## src/rtl/cis_pkg.sv

```systemverilog
package cis_pkg;

	// Pattern characters held by the configuration registers
	localparam int unsigned PATTERN_CHARS = 32;
	localparam int unsigned LEN_W = 6;
	localparam int unsigned CFG_DATA_W = 64;
	localparam int unsigned CFG_IDX_W = 3;

	// Configuration register indexes
	localparam logic [CFG_IDX_W-1:0] REG_PATTERN_LENGTH = 3'd0;
	localparam logic [CFG_IDX_W-1:0] REG_PATTERN_WORD_0 = 3'd1;
	localparam logic [CFG_IDX_W-1:0] REG_PATTERN_WORD_1 = 3'd2;
	localparam logic [CFG_IDX_W-1:0] REG_PATTERN_WORD_2 = 3'd3;
	localparam logic [CFG_IDX_W-1:0] REG_PATTERN_WORD_3 = 3'd4;

	typedef struct packed {
		logic [7:0] text_byte;
		logic       text_last;
	} in_item_t;

	typedef struct packed {
		logic        found;
		logic [15:0] match_start;
		logic        position_overflow;
	} out_item_t;

	// Per-item control carried from the input stage to the compare stage
	typedef struct packed {
		logic valid;
		logic last;
		logic overflow;
	} s1_ctrl_t;

	function automatic logic [7:0] fold_case(input logic [7:0] c);
		logic [7:0] r;
		r = c;
		if (c >= 8'h61 && c <= 8'h7A) begin
			r = c - 8'h20;
		end
		return r;
	endfunction

	function automatic logic [7:0][7:0] fold_word(input logic [CFG_DATA_W-1:0] w);
		logic [7:0][7:0] r;
		for (int k = 0; k < 8; k++) begin
			r[k] = fold_case(w[8*k +: 8]);
		end
		return r;
	endfunction

endpackage

```

## src/rtl/cis_cfg.sv

```systemverilog
module cis_cfg #(
	parameter int unsigned WIN = 32
) (
	input  logic                                  clk,
	input  logic                                  arst_n,
	input  logic                                  cfg_wr_en,
	input  logic [cis_pkg::CFG_IDX_W-1:0]         cfg_index,
	input  logic [cis_pkg::CFG_DATA_W-1:0]        cfg_data,
	output logic [WIN-1:0][7:0]                   aligned_pattern,
	output logic [WIN-1:0]                        pattern_mask,
	output logic [cis_pkg::LEN_W-1:0]             used_length
);

	logic [cis_pkg::LEN_W-1:0]                    len_q;
	logic [cis_pkg::PATTERN_CHARS-1:0][7:0]       pat_q;
	logic [cis_pkg::PATTERN_CHARS-1:0][7:0]       rev;
	logic [cis_pkg::PATTERN_CHARS-1:0][7:0]       shifted;
	logic [cis_pkg::LEN_W-1:0]                    gap;
	logic [cis_pkg::LEN_W+2:0]                    shift_bits;
	logic [WIN-1:0][7:0]                          ap_q;
	logic [WIN-1:0]                               mask_q;

	// Pattern is stored already folded
	always_ff @(posedge clk or negedge arst_n) begin
		if (!arst_n) begin
			len_q <= '0;
			pat_q <= '0;
		end else if (cfg_wr_en) begin
			case (cfg_index)
				cis_pkg::REG_PATTERN_LENGTH: len_q <= cfg_data[cis_pkg::LEN_W-1:0];
				cis_pkg::REG_PATTERN_WORD_0: pat_q[7:0] <= cis_pkg::fold_word(cfg_data);
				cis_pkg::REG_PATTERN_WORD_1: pat_q[15:8] <= cis_pkg::fold_word(cfg_data);
				cis_pkg::REG_PATTERN_WORD_2: pat_q[23:16] <= cis_pkg::fold_word(cfg_data);
				cis_pkg::REG_PATTERN_WORD_3: pat_q[31:24] <= cis_pkg::fold_word(cfg_data);
				default: ;
			endcase
		end
	end

	assign used_length = (len_q > cis_pkg::LEN_W'(WIN)) ? cis_pkg::LEN_W'(WIN) : len_q;

	// Align the pattern to the window: entry i faces character len-1-i
	always_comb begin
		for (int i = 0; i < cis_pkg::PATTERN_CHARS; i++) begin
			rev[i] = pat_q[cis_pkg::PATTERN_CHARS-1-i];
		end
		gap = cis_pkg::LEN_W'(cis_pkg::PATTERN_CHARS) - used_length;
		shift_bits = {gap, 3'b000};
		shifted = rev >> shift_bits;
	end

	always_ff @(posedge clk) begin
		ap_q <= shifted[WIN-1:0];
		for (int i = 0; i < WIN; i++) begin
			mask_q[i] <= (cis_pkg::LEN_W'(i) < used_length);
		end
	end

	assign aligned_pattern = ap_q;
	assign pattern_mask = mask_q;

endmodule

```

## src/rtl/cis_front.sv

```systemverilog
module cis_front #(
	parameter int unsigned     WIN = 32,
	parameter int unsigned     POS_W = 16,
	parameter longint unsigned TEXT_MAX = 65535
) (
	input  logic                  clk,
	input  logic                  arst_n,
	input  logic                  in_valid,
	output logic                  in_ready,
	input  cis_pkg::in_item_t     in_data,
	input  logic                  advance,
	output cis_pkg::s1_ctrl_t     ctrl_s1,
	output logic [POS_W-1:0]      pos_s1,
	output logic [WIN-1:0][7:0]   window_s1
);

	localparam logic [POS_W-1:0] TMAX = POS_W'(TEXT_MAX);

	logic               accept;
	logic               at_max;
	logic [POS_W-1:0]   pos_q;
	logic               ovf_q;
	logic [POS_W-1:0]   pos_next;
	logic               ovf_next;
	logic               valid_s1;
	logic               last_s1;
	logic               ovf_s1;
	logic [POS_W-1:0]   pos_reg_s1;
	logic [WIN-1:0][7:0] win_s1;

	assign in_ready = !valid_s1 || advance;
	assign accept = in_valid && in_ready;

	// Saturate the byte count and remember that it did
	assign at_max = (pos_q >= TMAX);
	assign pos_next = at_max ? pos_q : pos_q + POS_W'(1);
	assign ovf_next = ovf_q || at_max;

	always_ff @(posedge clk or negedge arst_n) begin
		if (!arst_n) begin
			valid_s1 <= 1'b0;
			pos_q <= '0;
			ovf_q <= 1'b0;
		end else begin
			if (accept) begin
				valid_s1 <= 1'b1;
				pos_q <= in_data.text_last ? '0 : pos_next;
				ovf_q <= in_data.text_last ? 1'b0 : ovf_next;
			end else if (advance) begin
				valid_s1 <= 1'b0;
			end
		end
	end

	always_ff @(posedge clk) begin
		if (accept) begin
			last_s1 <= in_data.text_last;
			ovf_s1 <= ovf_next;
			pos_reg_s1 <= pos_next;
			win_s1[0] <= cis_pkg::fold_case(in_data.text_byte);
			for (int i = 1; i < WIN; i++) begin
				win_s1[i] <= win_s1[i-1];
			end
		end
	end

	assign ctrl_s1 = '{valid: valid_s1, last: last_s1, overflow: ovf_s1};
	assign pos_s1 = pos_reg_s1;
	assign window_s1 = win_s1;

endmodule

```

## src/rtl/cis_match.sv

```systemverilog
module cis_match #(
	parameter int unsigned WIN = 32,
	parameter int unsigned POS_W = 16
) (
	input  logic                       clk,
	input  logic                       arst_n,
	input  cis_pkg::s1_ctrl_t          ctrl_s1,
	input  logic [POS_W-1:0]           pos_s1,
	input  logic [WIN-1:0][7:0]        window_s1,
	input  logic [WIN-1:0][7:0]        aligned_pattern,
	input  logic [WIN-1:0]             pattern_mask,
	input  logic [cis_pkg::LEN_W-1:0]  used_length,
	output logic                       advance,
	output logic                       out_valid,
	input  logic                       out_ready,
	output cis_pkg::out_item_t         out_data
);

	localparam int unsigned SW = (POS_W > 16) ? POS_W : 16;

	logic [WIN-1:0]      eq;
	logic                hit;
	logic [SW-1:0]       diff;
	logic [15:0]         start;
	logic                produce;
	logic                reported_q;
	logic                valid_s2;
	cis_pkg::out_item_t  data_s2;

	always_comb begin
		for (int i = 0; i < WIN; i++) begin
			eq[i] = !pattern_mask[i] || (window_s1[i] == aligned_pattern[i]);
		end
	end

	assign hit = (used_length == '0) ||
		((pos_s1 >= POS_W'(used_length)) && (&eq));
	assign diff = SW'(pos_s1 - POS_W'(used_length));
	assign start = (used_length == '0) ? 16'h0000 :
		((diff > SW'(17'h0FFFF)) ? 16'hFFFF : diff[15:0]);

	assign advance = ctrl_s1.valid && (!valid_s2 || out_ready);
	assign produce = !reported_q && (hit || ctrl_s1.last);

	always_ff @(posedge clk or negedge arst_n) begin
		if (!arst_n) begin
			valid_s2 <= 1'b0;
			reported_q <= 1'b0;
		end else if (advance) begin
			valid_s2 <= produce;
			reported_q <= ctrl_s1.last ? 1'b0 : (reported_q || hit);
		end else if (out_ready) begin
			valid_s2 <= 1'b0;
		end
	end

	always_ff @(posedge clk) begin
		if (advance) begin
			data_s2.found <= hit;
			data_s2.match_start <= hit ? start : 16'h0000;
			data_s2.position_overflow <= ctrl_s1.overflow;
		end
	end

	assign out_valid = valid_s2;
	assign out_data = data_s2;

endmodule

```

## src/rtl/case_insensitive_substring_search_core.sv

```systemverilog
// Case-insensitive streaming substring search. Text arrives one byte per
// transaction on the input channel, with text_last marking the final byte of
// each text; letters a-z are folded to A-Z before comparison and every other
// byte, zero included, compares as it is. For each text the block returns
// exactly one result: found with the start offset on the byte that completes
// the first match (later bytes of that text are then ignored), or not-found on
// the last byte. An empty pattern matches at offset 0 on the first byte. The
// byte count saturates at TEXT_MAX and position_overflow is raised from then
// on; a start offset is capped at 65535. Up to 32 pattern characters are used,
// fewer when PATTERN_MAX is smaller. Throughput is one byte per clock while
// results are taken as they come; a byte sits in the input register while
// the parallel window compare feeds the result register, which holds its
// result. Write the pattern registers only while no transaction is in
// flight; the new pattern is ready for a byte accepted on the next cycle.
module case_insensitive_substring_search_core #(
	parameter int unsigned     PATTERN_MAX = 32,
	parameter longint unsigned TEXT_MAX = 65535
) (
	input  logic                           clk,
	input  logic                           arst_n,
	input  logic                           in_valid,
	output logic                           in_ready,
	input  cis_pkg::in_item_t              in_data,
	output logic                           out_valid,
	input  logic                           out_ready,
	output cis_pkg::out_item_t             out_data,
	input  logic                           cfg_wr_en,
	input  logic [cis_pkg::CFG_IDX_W-1:0]  cfg_index,
	input  logic [cis_pkg::CFG_DATA_W-1:0] cfg_data
);

	// Window depth: only as many entries as a pattern can use
	localparam int unsigned WIN = (PATTERN_MAX < cis_pkg::PATTERN_CHARS) ?
		PATTERN_MAX : cis_pkg::PATTERN_CHARS;
	localparam int unsigned POS_W = $clog2(TEXT_MAX + 64'd1);

	logic [WIN-1:0][7:0]        aligned_pattern;
	logic [WIN-1:0]             pattern_mask;
	logic [cis_pkg::LEN_W-1:0]  used_length;
	logic                       advance;
	cis_pkg::s1_ctrl_t          ctrl_s1;
	logic [POS_W-1:0]           pos_s1;
	logic [WIN-1:0][7:0]        window_s1;

	// Pattern registers, folded and pre-aligned to the window
	cis_cfg #(
		.WIN (WIN)
	) u_cfg (
		.clk             (clk),
		.arst_n          (arst_n),
		.cfg_wr_en       (cfg_wr_en),
		.cfg_index       (cfg_index),
		.cfg_data        (cfg_data),
		.aligned_pattern (aligned_pattern),
		.pattern_mask    (pattern_mask),
		.used_length     (used_length)
	);

	// Input register: shift the folded byte into the window, advance the count
	cis_front #(
		.WIN      (WIN),
		.POS_W    (POS_W),
		.TEXT_MAX (TEXT_MAX)
	) u_front (
		.clk       (clk),
		.arst_n    (arst_n),
		.in_valid  (in_valid),
		.in_ready  (in_ready),
		.in_data   (in_data),
		.advance   (advance),
		.ctrl_s1   (ctrl_s1),
		.pos_s1    (pos_s1),
		.window_s1 (window_s1)
	);

	// Window compare, report tracking and result register
	cis_match #(
		.WIN   (WIN),
		.POS_W (POS_W)
	) u_match (
		.clk             (clk),
		.arst_n          (arst_n),
		.ctrl_s1         (ctrl_s1),
		.pos_s1          (pos_s1),
		.window_s1       (window_s1),
		.aligned_pattern (aligned_pattern),
		.pattern_mask    (pattern_mask),
		.used_length     (used_length),
		.advance         (advance),
		.out_valid       (out_valid),
		.out_ready       (out_ready),
		.out_data        (out_data)
	);

endmodule

```

## config.mk

```make
export PLATFORM = sky130hd
export DESIGN_NAME = case_insensitive_substring_search_core
export DESIGN_NICKNAME = d
export VERILOG_FILES = /design/src/rtl/cis_pkg.sv /design/src/rtl/cis_cfg.sv /design/src/rtl/cis_front.sv /design/src/rtl/cis_match.sv /design/src/rtl/case_insensitive_substring_search_core.sv
export SDC_FILE = /design/constraint.sdc
export NUM_CORES = 2
export LEC_CHECK = 0
export ABC_CLOCK_PERIOD_IN_PS = 10900
export BUFFER_PORTS_ARGS = -buffer_cell sky130_fd_sc_hd__buf_2
export CAP_MARGIN = 20
export CELL_PAD_IN_SITES_DETAIL_PLACEMENT = 1
export CELL_PAD_IN_SITES_GLOBAL_PLACEMENT = 1
export CORE_AREA = 5 5 328 330
export DETAILED_ROUTE_END_ITERATION = 6
export DIE_AREA = 0 0 333 335
export PLACE_DENSITY = 0.71
export SYNTH_ARGS = -nofsm -noshare
export SYNTH_HDL_FRONTEND = slang
export SYNTH_SLANG_ARGS = --single-unit
```

## constraint.sdc

```tcl
create_clock -name clk -period 10.9 [get_ports clk]
set_clock_uncertainty 0.1 [all_clocks]
set_input_delay 0.545 -clock clk [delete_from_list [all_inputs] [get_ports clk]]
set_output_delay 0.545 -clock clk [all_outputs]
set_load 0.02 [all_outputs]
```

# Word level (Yosys, flattened, before mapping)
# Cells that the tools add are included.
[totals]
register_bits = 862
in_bits = 81
[op_classes]
n_bitwise = 1
n_lt_le_gt_ge = 54
n_eq_ne = 36
n_reduce_logical = 97
n_addsub = 12
muxes = 19
shifts = 1
[op_table]
columns = ["cell", "count"]
rows = [
  ["$eq 8x8->1", 32],
  ["$shr 256x9->256", 1],
  ["$lt 5x6->1 const A", 16],
  ["$ge 8x7->1 const B", 9],
  ["$le 8x7->1 const B", 9],
  ["$mux 8", 9],
  ["$sub 8x6->8 const B", 9],
  ["$lt 4x6->1 const A", 8],
  ["$mux 16", 3],
  ["$logic_or 1x1->1", 38],
  ["$logic_not 1->1", 35],
  ["$reduce_and 32->1", 1],
  ["$lt 3x6->1 const A", 4],
  ["$add 16x1->16 const B", 1],
  ["$ge 16x16->1 const B", 1],
  ["$ge 16x6->1", 1],
  ["$gt 16x16->1 const B", 1],
  ["$sub 16x6->16", 1],
  ["$logic_and 1x1->1", 13],
  ["$lt 1x6->1 const A", 2],
  ["$lt 2x6->1 const A", 2],
  ["$reduce_and 2->1", 5],
  ["$eq 3x2->1 const B", 2],
  ["$gt 6x6->1 const B", 1],
  ["other kinds (10)", 16],
]

# Depth between registers and ports, before layout
[logic_depth]
word_depth = 8
depth_mapped = 15
ltp_nobuf = 12

# Modules after synthesis
# A second synthesis with hierarchy kept.
[unflattened]
cells_unflattened = 3832
area_unflattened_um2 = 43396.6
[modules_own_cells]
columns = ["module", "cells_each", "n_inst", "area_each_um2"]
rows = [
  ["cis_cfg", 2905, 1, 29585.9],
  ["cis_front", 445, 1, 9688.0],
  ["cis_match", 482, 1, 4122.7],
]

# Worst setup path before layout
# Ideal clock, no wire load.
[synth_path]
path_kind = "register to register"
start = "register u_match.valid_s2, in the netlist u_match.out_valid"
end = "register u_front.pos_q[14]"
setup_slack_ps = 992
required_ps = 10671
t_arrival_ps = 9679
synth_period_minus_slack_ps = 9908
path_stages_with_launch = 8
path_cell_list = "dfrtp_1 > nor2b_1 > nand2_1 > nand2_1 > inv_1 > clkbuf_1 > o21ai_0 > o21a_1"
[synth_via]
elab_chain_len = 5
[synth_lines]
columns = ["item", "line_no", "text"]
rows = [
  ["start, declared", "cis_match.sv:27", "logic valid_s2;"],
  ["start signal, assigned", "cis_match.sv:50", "valid_s2 <= produce;"],
  ["$logic_not 1->1", "cis_match.sv:42", "assign advance = ctrl_s1.valid && (!valid_s2 || out_ready);"],
  ["$logic_or 1x1->1", "cis_match.sv:42", ""],
  ["$logic_and 1x1->1", "cis_match.sv:42", ""],
  ["$logic_or 1x1->1", "cis_front.sv:31", "assign in_ready = !valid_s1 || advance;"],
  ["via in_ready", "case_insensitive_substring_search_core.sv:22", "output logic in_ready,"],
  ["$logic_and 1x1->1", "cis_front.sv:32", "assign accept = in_valid && in_ready;"],
  ["via u_front.accept", "cis_front.sv:19", "logic accept;"],
  ["end signal, assigned", "cis_front.sv:47", "pos_q <= in_data.text_last ? '0 : pos_next;"],
  ["end, declared", "cis_front.sv:21", "logic [POS_W-1:0] pos_q;"],
]
# The timed path passes the listed nets, and every way through them passes these cells.
# A chain may end at the register's enable or synchronous reset.

# Worst setup path after layout
[layout_path]
start = "register u_cfg.len_q[5] (netlist bit)"
end = "register u_cfg.ap_q, in the netlist u_cfg.aligned_pattern[121]"
[layout_via]
elab_chain_len = 4
[layout_lines]
columns = ["item", "line_no", "text"]
rows = [
  ["start, declared", "cis_cfg.sv:14", "logic [cis_pkg::LEN_W-1:0] len_q;"],
  ["start signal, assigned", "cis_cfg.sv:30", "cis_pkg::REG_PATTERN_LENGTH: len_q <= cfg_data[cis_pkg::LEN_W-1:0];"],
  ["$gt 6x6->1", "cis_cfg.sv:40", "assign used_length = (len_q > cis_pkg::LEN_W'(WIN)) ? cis_pkg::LEN_W'(WIN) : len_q;"],
  ["$mux 6 (*)", "cis_cfg.sv:40", ""],
  ["$sub 6x6->6 (*)", "cis_cfg.sv:47", "gap = cis_pkg::LEN_W'(cis_pkg::PATTERN_CHARS) - used_length;"],
  ["$shr 256x9->256 (*)", "cis_cfg.sv:49", "shifted = rev >> shift_bits;"],
  ["end signal, assigned", "cis_cfg.sv:53", "ap_q <= shifted[WIN-1:0];"],
  ["end, declared", "cis_cfg.sv:20", "logic [WIN-1:0][7:0] ap_q;"],
]
# Mark *: on every way between the ends. The rest lies on a longest branch, timed or not.

==> summary.md <==
| Metric | Value |
|---|---|
| Distinct cells, synth | 64 |
| Register area share after synthesis | 0.523 |
| Post-DP Area | 0.0430 mm^2 |
| Slowest library cell on the worst path | and2_1 |
| Initial Util | 0.395 |
| Final Slew Violations | 0 |
| Final period util | 0.488 |
| Startpoint Class | flop |
| NumNets Final | 4063 |
| Synth top area share | 0.212 |
| Area of the multi-input gates | 0.0186 mm^2 |
| FILL cells | 11500 |
| Crit path max-delay family | simple AND/OR/NAND/NOR gates |
| #FFs+latches synth | 862 |
| Largest area contributor in the netlist | edfxtp_1 |
| Share of post-route cells with drive strength above 1 | 0.0910 |
| Post-DP HPWL | 109 mm |
| Overflow after GRT | 0 |
| Initial antenna violation count | 8 |
| Avg Cell Area, Syn | 10.4 um^2 |
| Setup Fix Bufs, Post-CTS | 0 |
| Finished Layout Cells | 5435 |
| Tmin final | 5.32 ns |
| Vias in the first global route | 31300 |
| H-tree level count | 3 |
| RSZ-0062 raised after global routing | false |
| Final Hold Fails | 0 |
| Syn_nets | 4053 |
| CP endpoint kind | flop |
| Synth warnings | 0 |
| Setup violators final | 0 |
| Crit Path Max Fanout | 23 |
| CP Buf/Inv Count | 4 |
| Largest family of logic cells by synthesized area | multiplexers |
| Number of synthesized flops with an enable pin | 292 |
| Largest cells by area after synthesis | edfxtp_1 21%, dfrtp_1 17%, mux2i_1 15% |
| Leak pwr | 0.0191 uW |
| Largest net degree at the start of global routing | 137 |
| Hold Slack | 0.0308 ns |
| Post-synthesis mux area share | 0.163 |
| Slew @ Worst Pin | 1.18 ns |
| Vias | 31100 |
| CTS tree | done |
| Routability Congestion | 1.02 |
| Critical hold path startpoint | cfg_data[51] |
| Arrival time worst endpoint | 5.85 ns |
| Total Neg Setup Slack | 0 ns |
| Total track usage | 0.263 |
| Slew HR | 0.204 |
| Primary FF master, synth | edfxtp_1 |
| Pre-antenna DRT Iters | 5 |
| Compound-cell area share of the yosys netlist | 0.0770 |
| Port Buffers | 100 |
| RR Endpoint | u_cfg.aligned_pattern[121]$_SDFF_PP0_ |
| Area grow syn2layout | 12.4% |
| IO Count | 101 |
| Clock Latency Late Sink | 0.71 ns |
| WL per Instance | 27.9 um |
| CTS Root Cell | clkbuf_16 |
| Post-Synth Simple-Gate Area | 0.141 |
| F_max | 188 MHz |
| FF/Latch Area | 0.0216 mm^2 |
| CTS Buf Count | 93 |
| Hold endpoint | u_cfg.pat_q[51]$_DFFE_PN0P_ |
| DRC | 0 |
| Slowest stage delay, CP | 0.79 ns |
| Worst vdd ir | 0.000197 V |
| Commonest cells in the netlist | 791 x nand2_1, 623 x mux2i_1, 292 x edfxtp_1 |
| Internal reg-to-reg setup slack | 5.58 ns |
| Die width | 333 um |
| Die area | 0.112 mm^2 |
| Num Clock Sinks | 862 |
| Run status | finished, final reports clean |
| Max cap viols | 0 |
| Cts hold-fix bufs | 18 |
| Cell count after synthesis | 3953 |
| Die Height | 335 um |
| CP required | 11.42 ns |
| Vias per inst | 5.72 |
| Placed Instances | 5241 |
| R2r startpoint | u_cfg.len_q[5]$_DFFE_PN0P_ |
| Top-count cell post-synth | nand2_1 |
| Hold Path Class | input port to flop |
| Setup CP Type | flop to flop |
| Final WL | 151 mm |
| Core ar. | 0.105 mm^2 |
| Post-Syn Area | 0.0413 mm^2 |
| Power density cells | 285 mW/mm^2 |
| Slack of the critical path | 5.58 ns |
| DP Worst Slack | 5.72 ns |
| Clk pin slew, worst setup/hold paths | 0.06 ns |
| Adder-cell share of the synthesized area | 0.00594 |
| ANT nets after route | 0 |
| Resized Gates After CTS | 0 |
| Design Area, Final | 0.0464 mm^2 |
| Synth async-reset ratio | 0.327 |
| CP cell instances | inv_1, nand2_1, ha_4, a21oi_1, nor2_4, buf_4, or2_1, buf_4, nor3_4, buf_4, and2_1, a32o_1 |
| Post-Synth XOR/XNOR Area | 0.0606 |
| Row cnt | 119 |
| DR iter-0 viols | 3263 |
| First-pass GRT wire length | 219 mm |
| R2R depth | 12 |
| Largest buffer count on any clock path | 3 |
| Worst Hold Depth | 3 |
| CP most frequent cell | buf_4 |
## cell usage in the layout (no fill, tap or decap), types with 97 or more instances in the layout
| master | synthesis | layout |
|---|---|---|
| clkbuf_16 | 0 | 97 |
| xnor2_1 | 273 | 273 |
| a21oi_1 | 115 | 115 |
| o21ai_0 | 222 | 222 |
| nor2_1 | 145 | 140 |
| nand2_1 | 791 | 788 |
| dfxtp_1 | 288 | 288 |
| mux2i_1 | 623 | 623 |
| edfxtp_1 | 292 | 292 |
| buf_2 | 48 | 99 |
| dfrtp_1 | 282 | 282 |
## layout make-up
class | instances | area share
antenna | 1 | 0.0000539
clock buffer | 127 | 0.0569
clock inverter | 48 | 0.0136
inverter | 37 | 0.00342
multi-input combinational | 2807 | 0.401
sequential | 862 | 0.465
tap | 1391 | 0.0375
timing repair buffer | 162 | 0.0225
## flip-flops by register name (all words and copies together), names as in the netlist
| name | count |
|---|---|
| u_cfg.len_q | 6 |
| u_front.pos_q | 16 |
| u_match.out_data | 18 |
| u_cfg.pattern_mask | 32 |
| u_match.out_valid | 1 |
| u_front.last_s1 | 1 |
| u_front.valid_s1 | 1 |
| u_cfg.pat_q | 256 |
| u_front.ovf_q | 1 |
| u_front.window_s1 | 256 |
| u_front.ovf_s1 | 1 |
| u_cfg.aligned_pattern | 256 |
| u_front.pos_s1 | 16 |
| u_match.reported_q | 1 |
## worst max path at each step
stage / slack [ns] / to / start / depth (start not counted)
global route: 5.48 / u_cfg.aligned_pattern[121]$_SDFF_PP0_ / u_cfg.len_q[5]$_DFFE_PN0P_ / 12
floorplan: 0.99 / u_front.pos_q[14]$_DFFE_PN0P_ / u_match.out_valid$_DFFE_PN0P_ / 7
detailed placement: 5.72 / u_cfg.aligned_pattern[124]$_SDFF_PP0_ / u_cfg.len_q[5]$_DFFE_PN0P_ / 12
global placement: 5.92 / u_cfg.aligned_pattern[127]$_SDFF_PP0_ / u_cfg.len_q[5]$_DFFE_PN0P_ / 12
CTS: 5.70 / u_cfg.aligned_pattern[121]$_SDFF_PP0_ / u_cfg.len_q[5]$_DFFE_PN0P_ / 12
finish: 5.58 / u_cfg.aligned_pattern[121]$_SDFF_PP0_ / u_cfg.len_q[5]$_DFFE_PN0P_ / 12
## report_power, final
part | switching [uW] | leakage (uW) | internal [uW]
logic | 3340 | 0.00871 | 1820
registers | 633 | 0.00878 | 4070
clock network | 1430 | 0.00158 | 1960
total | 5400 | 0.0191 | 7850
## kinds of logic (layout without fill, tap and decap cells)
family | Yosys count | after routing
compound gates | 525 | 525
buf+inv | 284 | 374
mux | 667 | 667
fa+ha+maj | 19 | 19
xor+xnor | 283 | 283
simple gates | 1313 | 1313
flops | 862 | 862
other cells | 0 | 1
## tightest hold or removal path, stage by stage
cell	delay [ns]
buf_2	0.14
nand2_1	0.07
nand2_1	0.04
## stage by stage
stage          utilization  total power, uW
2_1_floorplan            -             7900
5_1_grt              0.444            13800
3_5_place_dp         0.411             9800
6_report             0.444            13200
4_1_cts              0.444            13200
3_3_place_gp         0.411             9700
## routing by layer
layer  share of wire  vias up  GRT usage  wire length (um)
met4           0.039        2     0.0914              5890
met2            0.47     1071      0.428             70400
met5        0.000073        -          0                11
met1            0.43    15800      0.355             64400
li1                -    13900          -                 -
met3           0.070      224     0.0463             10600
(Power assumes the default switching activity.)
